--- src/rtl/core/cit_pkg.sv ---
`timescale 1ns / 1ps

package cit_pkg;

    localparam int DEFAULT_DEPTH = 16;
    localparam int ID_W          = 32;
    localparam int SLOT_W        = 4;
    localparam int CMD_W         = 2;
    localparam int STATUS_W      = 2;
    localparam int ENTRY_W       = 5;

    localparam logic [CMD_W-1:0] CMD_INSERT = 2'd0;
    localparam logic [CMD_W-1:0] CMD_DELETE = 2'd1;
    localparam logic [CMD_W-1:0] CMD_LOOKUP = 2'd2;
    localparam logic [CMD_W-1:0] CMD_READ   = 2'd3;

    localparam logic [STATUS_W-1:0] ST_OK      = 2'd0;
    localparam logic [STATUS_W-1:0] ST_PRESENT = 2'd1;
    localparam logic [STATUS_W-1:0] ST_ABSENT  = 2'd2;
    localparam logic [STATUS_W-1:0] ST_FULL    = 2'd3;

    localparam logic [ID_W-1:0] EMPTY_ID = '0;

endpackage

--- src/rtl/core/compacting_id_table.sv ---
`timescale 1ns / 1ps

// Packed table of nonzero 32-bit card IDs held in a single-port-write, single-port-read
// memory with a registered read; one sequencer walks it one slot per cycle. A request is
// taken when start is high and busy is low, and its result appears on the result ports
// for exactly one cycle with done high; the receiver cannot stall it, so capture it on
// that cycle. Insert and lookup scan the live slots until a match or the last live slot;
// delete of slot p moves the later entries down by one slot, and read of a live slot
// passes through the states S_RDA and S_RDB. done rises at the same edge at which busy
// falls, so the result is on the ports in the first cycle that busy is low. Requests
// refused at once (zero ID, slot not live) leave busy low and report on the next cycle.
// Slots beyond the live count read as empty without any clearing pass, so the table is
// usable right after reset.

module compacting_id_table #(
    parameter int TABLE_DEPTH = cit_pkg::DEFAULT_DEPTH
) (
    input  logic                         clk,
    input  logic                         rst_n,
    input  logic                         start,
    output logic                         busy,
    input  logic [cit_pkg::CMD_W-1:0]    command,
    input  logic [cit_pkg::ID_W-1:0]     card_id,
    input  logic [cit_pkg::SLOT_W-1:0]   slot,
    output logic                         done,
    output logic [cit_pkg::STATUS_W-1:0] status,
    output logic [cit_pkg::SLOT_W-1:0]   found_slot,
    output logic [cit_pkg::ENTRY_W-1:0]  entry_count,
    output logic [cit_pkg::ID_W-1:0]     read_id
);
    import cit_pkg::*;

    localparam int IW = $clog2(TABLE_DEPTH);
    localparam int CW = $clog2(TABLE_DEPTH + 1);
    localparam int PW = ((CW > SLOT_W) ? CW : SLOT_W) + 1;

    localparam logic [2:0] S_IDLE  = 3'd0;
    localparam logic [2:0] S_SCAN  = 3'd1;
    localparam logic [2:0] S_SHIFT = 3'd2;
    localparam logic [2:0] S_RDA   = 3'd3;
    localparam logic [2:0] S_RDB   = 3'd4;

    localparam logic [CW-1:0] FULL_COUNT = CW'(TABLE_DEPTH);

    logic [2:0]          state_reg, state_next;
    logic [CMD_W-1:0]    cmd_reg, cmd_next;
    logic [ID_W-1:0]     id_reg, id_next;
    logic [CW-1:0]       idx_reg, idx_next;
    logic                pend_reg, pend_next;
    logic [IW-1:0]       pend_idx_reg, pend_idx_next;
    logic [CW-1:0]       count_reg, count_next;
    logic                done_reg, done_next;
    logic [STATUS_W-1:0] status_reg, status_next;
    logic [SLOT_W-1:0]   found_reg, found_next;
    logic [ID_W-1:0]     read_id_reg, read_id_next;

    logic            wr_en;
    logic [IW-1:0]   wr_addr;
    logic [ID_W-1:0] wr_data;
    logic [ID_W-1:0] rd_data;
    logic [PW-1:0]   pos_ext;
    logic [PW-1:0]   cnt_ext;
    logic            pos_live;
    logic            accept;
    logic            hit;
    logic            more;

    cit_store #(
        .DEPTH  (TABLE_DEPTH),
        .ADDR_W (IW)
    ) u_store (
        .clk     (clk),
        .wr_en   (wr_en),
        .wr_addr (wr_addr),
        .wr_data (wr_data),
        .rd_addr (idx_reg[IW-1:0]),
        .rd_data (rd_data)
    );

    assign accept   = start && (state_reg == S_IDLE);
    assign pos_ext  = PW'(slot);
    assign cnt_ext  = PW'(count_reg);
    assign pos_live = pos_ext < cnt_ext;
    assign hit      = pend_reg && (rd_data == id_reg);
    assign more     = idx_reg < count_reg;

    always_comb
    begin
        state_next    = state_reg;
        cmd_next      = cmd_reg;
        id_next       = id_reg;
        idx_next      = idx_reg;
        pend_next     = pend_reg;
        pend_idx_next = pend_idx_reg;
        count_next    = count_reg;
        done_next     = 1'b0;
        status_next   = status_reg;
        found_next    = found_reg;
        read_id_next  = read_id_reg;
        wr_en         = 1'b0;
        wr_addr       = pend_idx_reg;
        wr_data       = rd_data;

        case (state_reg)
            S_IDLE:
            begin
                if (accept)
                begin
                    cmd_next     = command;
                    id_next      = card_id;
                    pend_next    = 1'b0;
                    status_next  = ST_OK;
                    found_next   = '0;
                    read_id_next = EMPTY_ID;
                    case (command)
                        CMD_INSERT, CMD_LOOKUP:
                        begin
                            idx_next = '0;
                            if (card_id == EMPTY_ID)
                            begin
                                done_next   = 1'b1;
                                status_next = (command == CMD_INSERT) ? ST_PRESENT : ST_ABSENT;
                            end
                            else
                            begin
                                state_next = S_SCAN;
                            end
                        end
                        CMD_DELETE:
                        begin
                            idx_next = CW'(pos_ext[CW-1:0] + 1'b1);
                            if (pos_live)
                            begin
                                state_next = S_SHIFT;
                            end
                            else
                            begin
                                done_next   = 1'b1;
                                status_next = ST_ABSENT;
                            end
                        end
                        default:
                        begin
                            idx_next = pos_ext[CW-1:0];
                            if (pos_live)
                            begin
                                state_next = S_RDA;
                            end
                            else
                            begin
                                done_next = 1'b1;
                            end
                        end
                    endcase
                end
            end

            S_SCAN:
            begin
                if (hit)
                begin
                    done_next   = 1'b1;
                    status_next = (cmd_reg == CMD_INSERT) ? ST_PRESENT : ST_OK;
                    found_next  = SLOT_W'(pend_idx_reg);
                    pend_next   = 1'b0;
                    state_next  = S_IDLE;
                end
                else if (more)
                begin
                    pend_next     = 1'b1;
                    pend_idx_next = idx_reg[IW-1:0];
                    idx_next      = CW'(idx_reg + 1'b1);
                end
                else
                begin
                    done_next  = 1'b1;
                    pend_next  = 1'b0;
                    state_next = S_IDLE;
                    if (cmd_reg == CMD_LOOKUP)
                    begin
                        status_next = ST_ABSENT;
                    end
                    else if (count_reg == FULL_COUNT)
                    begin
                        status_next = ST_FULL;
                    end
                    else
                    begin
                        // append at the first free slot
                        wr_en       = 1'b1;
                        wr_addr     = count_reg[IW-1:0];
                        wr_data     = id_reg;
                        found_next  = SLOT_W'(count_reg);
                        count_next  = CW'(count_reg + 1'b1);
                        status_next = ST_OK;
                    end
                end
            end

            S_SHIFT:
            begin
                // move the entry read last cycle down by one slot
                wr_en = pend_reg;
                if (more)
                begin
                    pend_next     = 1'b1;
                    pend_idx_next = IW'(idx_reg - 1'b1);
                    idx_next      = CW'(idx_reg + 1'b1);
                end
                else
                begin
                    pend_next   = 1'b0;
                    count_next  = CW'(count_reg - 1'b1);
                    done_next   = 1'b1;
                    status_next = ST_OK;
                    state_next  = S_IDLE;
                end
            end

            S_RDA:
            begin
                state_next = S_RDB;
            end

            S_RDB:
            begin
                done_next    = 1'b1;
                read_id_next = rd_data;
                state_next   = S_IDLE;
            end

            default:
            begin
                state_next = S_IDLE;
                pend_next  = 1'b0;
            end
        endcase
    end

    always_ff @(posedge clk or negedge rst_n)
    begin
        if (!rst_n)
        begin
            state_reg <= S_IDLE;
            pend_reg  <= 1'b0;
            count_reg <= '0;
            done_reg  <= 1'b0;
        end
        else
        begin
            state_reg <= state_next;
            pend_reg  <= pend_next;
            count_reg <= count_next;
            done_reg  <= done_next;
        end
    end

    always_ff @(posedge clk)
    begin
        cmd_reg      <= cmd_next;
        id_reg       <= id_next;
        idx_reg      <= idx_next;
        pend_idx_reg <= pend_idx_next;
        status_reg   <= status_next;
        found_reg    <= found_next;
        read_id_reg  <= read_id_next;
    end

    assign busy        = (state_reg != S_IDLE);
    assign done        = done_reg;
    assign status      = status_reg;
    assign found_slot  = found_reg;
    assign entry_count = ENTRY_W'(count_reg);
    assign read_id     = read_id_reg;

    a_count_bound: assert property (@(posedge clk) disable iff (!rst_n)
        count_reg <= FULL_COUNT)
        else $error("live count beyond table depth");

    a_accept_busy: assert property (@(posedge clk) disable iff (!rst_n)
        (accept && ((command == CMD_DELETE) || (command == CMD_READ)) && pos_live)
        |=> busy)
        else $error("live slot request did not start the sequencer");

    a_full_count: assert property (@(posedge clk) disable iff (!rst_n)
        (done_reg && (status_reg == ST_FULL)) |-> (count_reg == FULL_COUNT))
        else $error("full reported with free slots");

    a_insert_grow: assert property (@(posedge clk) disable iff (!rst_n)
        (done_reg && (cmd_reg == CMD_INSERT) && (status_reg == ST_OK))
        |-> (count_reg == CW'($past(count_reg) + 1'b1)))
        else $error("insert did not grow the table by one");

    a_no_write_idle: assert property (@(posedge clk) disable iff (!rst_n)
        (state_reg == S_IDLE) |-> !wr_en)
        else $error("memory write while idle");

endmodule

--- src/rtl/core/cit_store.sv ---
`timescale 1ns / 1ps

module cit_store #(
    parameter int DEPTH  = cit_pkg::DEFAULT_DEPTH,
    parameter int ADDR_W = $clog2(DEPTH)
) (
    input  logic                     clk,
    input  logic                     wr_en,
    input  logic [ADDR_W-1:0]        wr_addr,
    input  logic [cit_pkg::ID_W-1:0] wr_data,
    input  logic [ADDR_W-1:0]        rd_addr,
    output logic [cit_pkg::ID_W-1:0] rd_data
);
    import cit_pkg::*;

    logic [ID_W-1:0] mem [DEPTH];
    logic [ID_W-1:0] rd_data_reg;

    always_ff @(posedge clk)
    begin
        if (wr_en)
        begin
            mem[wr_addr] <= wr_data;
        end
    end

    always_ff @(posedge clk)
    begin
        rd_data_reg <= mem[rd_addr];
    end

    assign rd_data = rd_data_reg;

endmodule
--- config.mk ---
export PLATFORM = sky130hd
export DESIGN_NAME = compacting_id_table
export DESIGN_NICKNAME = d
export VERILOG_FILES = /design/src/rtl/core/cit_pkg.sv /design/src/rtl/core/compacting_id_table.sv /design/src/rtl/core/cit_store.sv
export SDC_FILE = /design/constraint.sdc
export NUM_CORES = 1
export LEC_CHECK = 0
export BUFFER_PORTS_ARGS = -buffer_cell sky130_fd_sc_hd__buf_2
export CAP_MARGIN = 0
export CORE_MARGIN = 3
export CORE_UTILIZATION = 55
export DETAILED_ROUTE_END_ITERATION = 16
export GPL_ROUTABILITY_DRIVEN = 0
export PLACE_DENSITY = 0.81
export REMOVE_ABC_BUFFERS = 1
export SLEW_MARGIN = 0
export SYNTH_ARGS = -nofsm -noshare
export SYNTH_HDL_FRONTEND = slang
export SYNTH_SLANG_ARGS = --single-unit
--- constraint.sdc ---
create_clock -name clk -period 5.01 [get_ports clk]
set_input_delay 0.7515 -clock clk [delete_from_list [all_inputs] [get_ports clk]]
set_output_delay 0.7515 -clock clk [all_outputs]
set_load 0.05 [all_outputs]
==> results.yml <==
outcome:
  status: "finished clean"
route:
  dr.pass1.iters: 5
  routed_wl_um: 56100
  viasPerCell: 6.41
  ant_nets: 0
  post-route-drc-count: 0
  vias: 12300
  wl_per_cell_um: 29.2
  drtIter0Drc: 1494
cells_and_area:
  drive_above_1_share: 0.316
  max_flop_register: "u_store.mem"
  area_delta_synth_final_pct: 13.2
  nets: 1333
  largest_reg_flops: 512
  n_antenna_cell: 0
  fin_util: 0.633
power:
  power_density_nw_per_um2: 637
  vdd_ir_drop_max_v: 0.000554
  p_leak_nw: 9.24
global_routing:
  grt_pass1_wl_um: 83300
  grt_usage: 0.242
  grt_max_degree: 98
  antenna_found_initial: 0
  grt_overflow: 0
  grt_pass1_vias: 12400
sta:
  finalCritPeriodShare: 0.762
  hold_viol: 0
  worstMarginPinSlew_ns: 1.17
  period_needed_ns: 3.82
  slew_headroom: 0.223
  finalSetupViolCount: 0
  setup_tns_ns: 0
  rsz0062_at_grt: "false"
  timing.fmax_ghz: 0.262
  slew_violations: 0
  clock_skew_ns: 0.0262
logic_synthesis:
  syn_inst: 1159
  synth_top_area_share: 0.719
  yosysSeqAreaShare: 0.755
  synth.most_common_cell: "edfxtp_1"
  synth_cell_types: 56
  netlist_area_um2: 24800
  synth_area_leaders: "edfxtp_1, mux4_2, dfxtp_1"
  yosys-top-cells-count: "edfxtp_1, mux4_2, xor2_1, and3_1"
  ys.flop_type: "edfxtp_1"
  synth_edf_count: 593
  yosys_warnings: 0
  synthArstFlopShare: 0.0157
  synth.avg_cell_area_um2: 21.4
  synth_area_leader_cell: "edfxtp_1"
  ys_seq_elements: 635
placed_design:
  portBuffers: 85
  hpwlAfterDp_um: 31600
die:
  die_area_um2: 47600
  rows: 77
  fp.coreArea_um2: 44300
  initial_core_util: 0.559
  die_h_um: 218
  fp.dieW_um: 218
  ioPinCount: 86
critical_path:
  required_ns: 5.31
  slowest_stage: "nor2_4"
  end_kind: "flip-flop"
  worstPathMaxFanout: 19
  worst_ep_arrival_time_ns: 4.12
  path_cells: "inv_1 > ha_1 > a21o_1 > a21oi_1 > o21ai_2 > nand4_4 > o31a_1 > nor2_4 > buf_12"
  worst-setup-path-type: "reg2reg"
  critPathBufInv: 2
  worstSetupStartpointType: "flip-flop"
  crit_family: "compound AO/OA/AOI/OAI gates"
  cpPeakStageDelay_ns: 0.61
clocking:
  ctsHoldBuffers: 1
  cts_tree: "built"
  numCtsBuffers: 59
  cts_buffer_depth: 3
  postCtsSetupRepairBufs: 0
  path_clk_slew_ns: 0.06
  clk_latency_ns: 0.62
  htree_levels: 2
  clock-sinks: 635
  cts_root_buffer: "clkbuf_16"
  post_cts_resized: 0
job:
  maxCapViolations: 0
worst_hold_path:
  min_path_type: "in2reg"
-- path summary, 6_finish.rpt --
check / cells past startpoint / end / from / slack, ns
worst max-delay path: 9 / u_store.mem[6][13] / entry_count[1] / 1.19
max in group asynchronous: 2 / done / rst_n / 4.23
worst min-delay path: 1 / id_reg[20] / card_id[20] / 0.34
worst min register to register: 1 / read_id[4] / u_store.rd_data[4] / 0.62
min in group asynchronous: 2 / pend_reg / rst_n / 0.56
worst max register to register: 9 / u_store.mem[6][13] / entry_count[1] / 1.19
-- metrics by stage --
step           hold slack (ns)  cell area [µm²]  instances  setup WS, ns  power, mW
6_report                 0.342            28000       1919          1.19       17.8
5_1_grt                  0.323            28000       1919         0.950       18.6
4_1_cts                  0.311            28000       1919          1.14       17.9
3_5_place_dp             0.605            26100       1808          1.18       13.4
3_3_place_gp             0.588            26100       1808          1.28       13.2
2_1_floorplan            0.456            24500       1101         -4.59       12.1
-- cell usage in the layout (no fill, tap or decap), types with 3 or more instances in the layout --
cell type  count
clkbuf_16     59
ha_1          13
edfxtp_1     593
dfxtp_1       32
o21ai_0       11
nor4_1        15
a31oi_1        3
clkinv_1      11
clkinv_4       3
dfrtp_1       10
clkbuf_8       4
nand4_1        4
nor3_1         7
nand3_1       12
and3_1        33
inv_1         13
clkinv_2       7
nor3_2         4
clkbuf_1      16
mux2_2        32
buf_12         4
nand2b_1       5
and2_1         3
a21oi_1       14
mux2i_1        4
xnor2_1       10
mux4_2       160
nor2_4        12
nor2b_1        4
a21o_1         5
bufinv_16      7
nand2_1       15
buf_2         85
nor2_1        17
a32oi_2        3
xor2_1        35
buf_4         26
-- where the power goes --
part / switching, mW / total, mW / internal [mW]
logic: 3.44 / 5.51 / 2.08
registers: 0.402 / 7.85 / 7.45
clock network: 1.89 / 4.48 / 2.60
total: 5.72 / 17.8 / 12.1
-- final cells by class --
| class | count | area, µm² |
|---|---|---|
| Sequential cell | 635 | 18700 |
| Inverter | 13 | 48.8 |
| Fill cell | 2902 | 16300 |
| Multi-Input combinational cell | 453 | 5880 |
| Timing Repair Buffer | 116 | 711 |
| Clock buffer | 79 | 1590 |
| Tap cell | 592 | 741 |
| Clock inverter | 31 | 368 |
-- worst register-to-register path: cells and delay by family, from the launching register on --
family / cells / cell delay, ns
fa+ha+maj: 1 / 0.31
flops: 1 / 0.54
simple gates: 2 / 1.00
compound gates: 4 / 1.23
buf+inv: 2 / 0.43
-- layer usage --
layer	vias up	global-route usage	routed length, µm
met5	-	0	0
met4	0	0.0959	2170
met3	125	0.0463	5240
met2	727	0.380	27100
met1	6400	0.342	21600
li1	5045	-	-
-- kinds of logic (layout without fill, tap and decap cells) --
group	count (synthesis)	in the layout	share of synthesized area
xor gates and xnor gates	45	45	0.0159
and+or+nand+nor	144	144	0.0323
adders and majority gates	14	14	0.00737
muxes	197	197	0.162
AOI/OAI and AO/OA	53	53	0.0150
DFF	635	635	0.755
buffers and inverters	71	239	0.0125
Note: power is estimated with default switching activity, not from simulation.
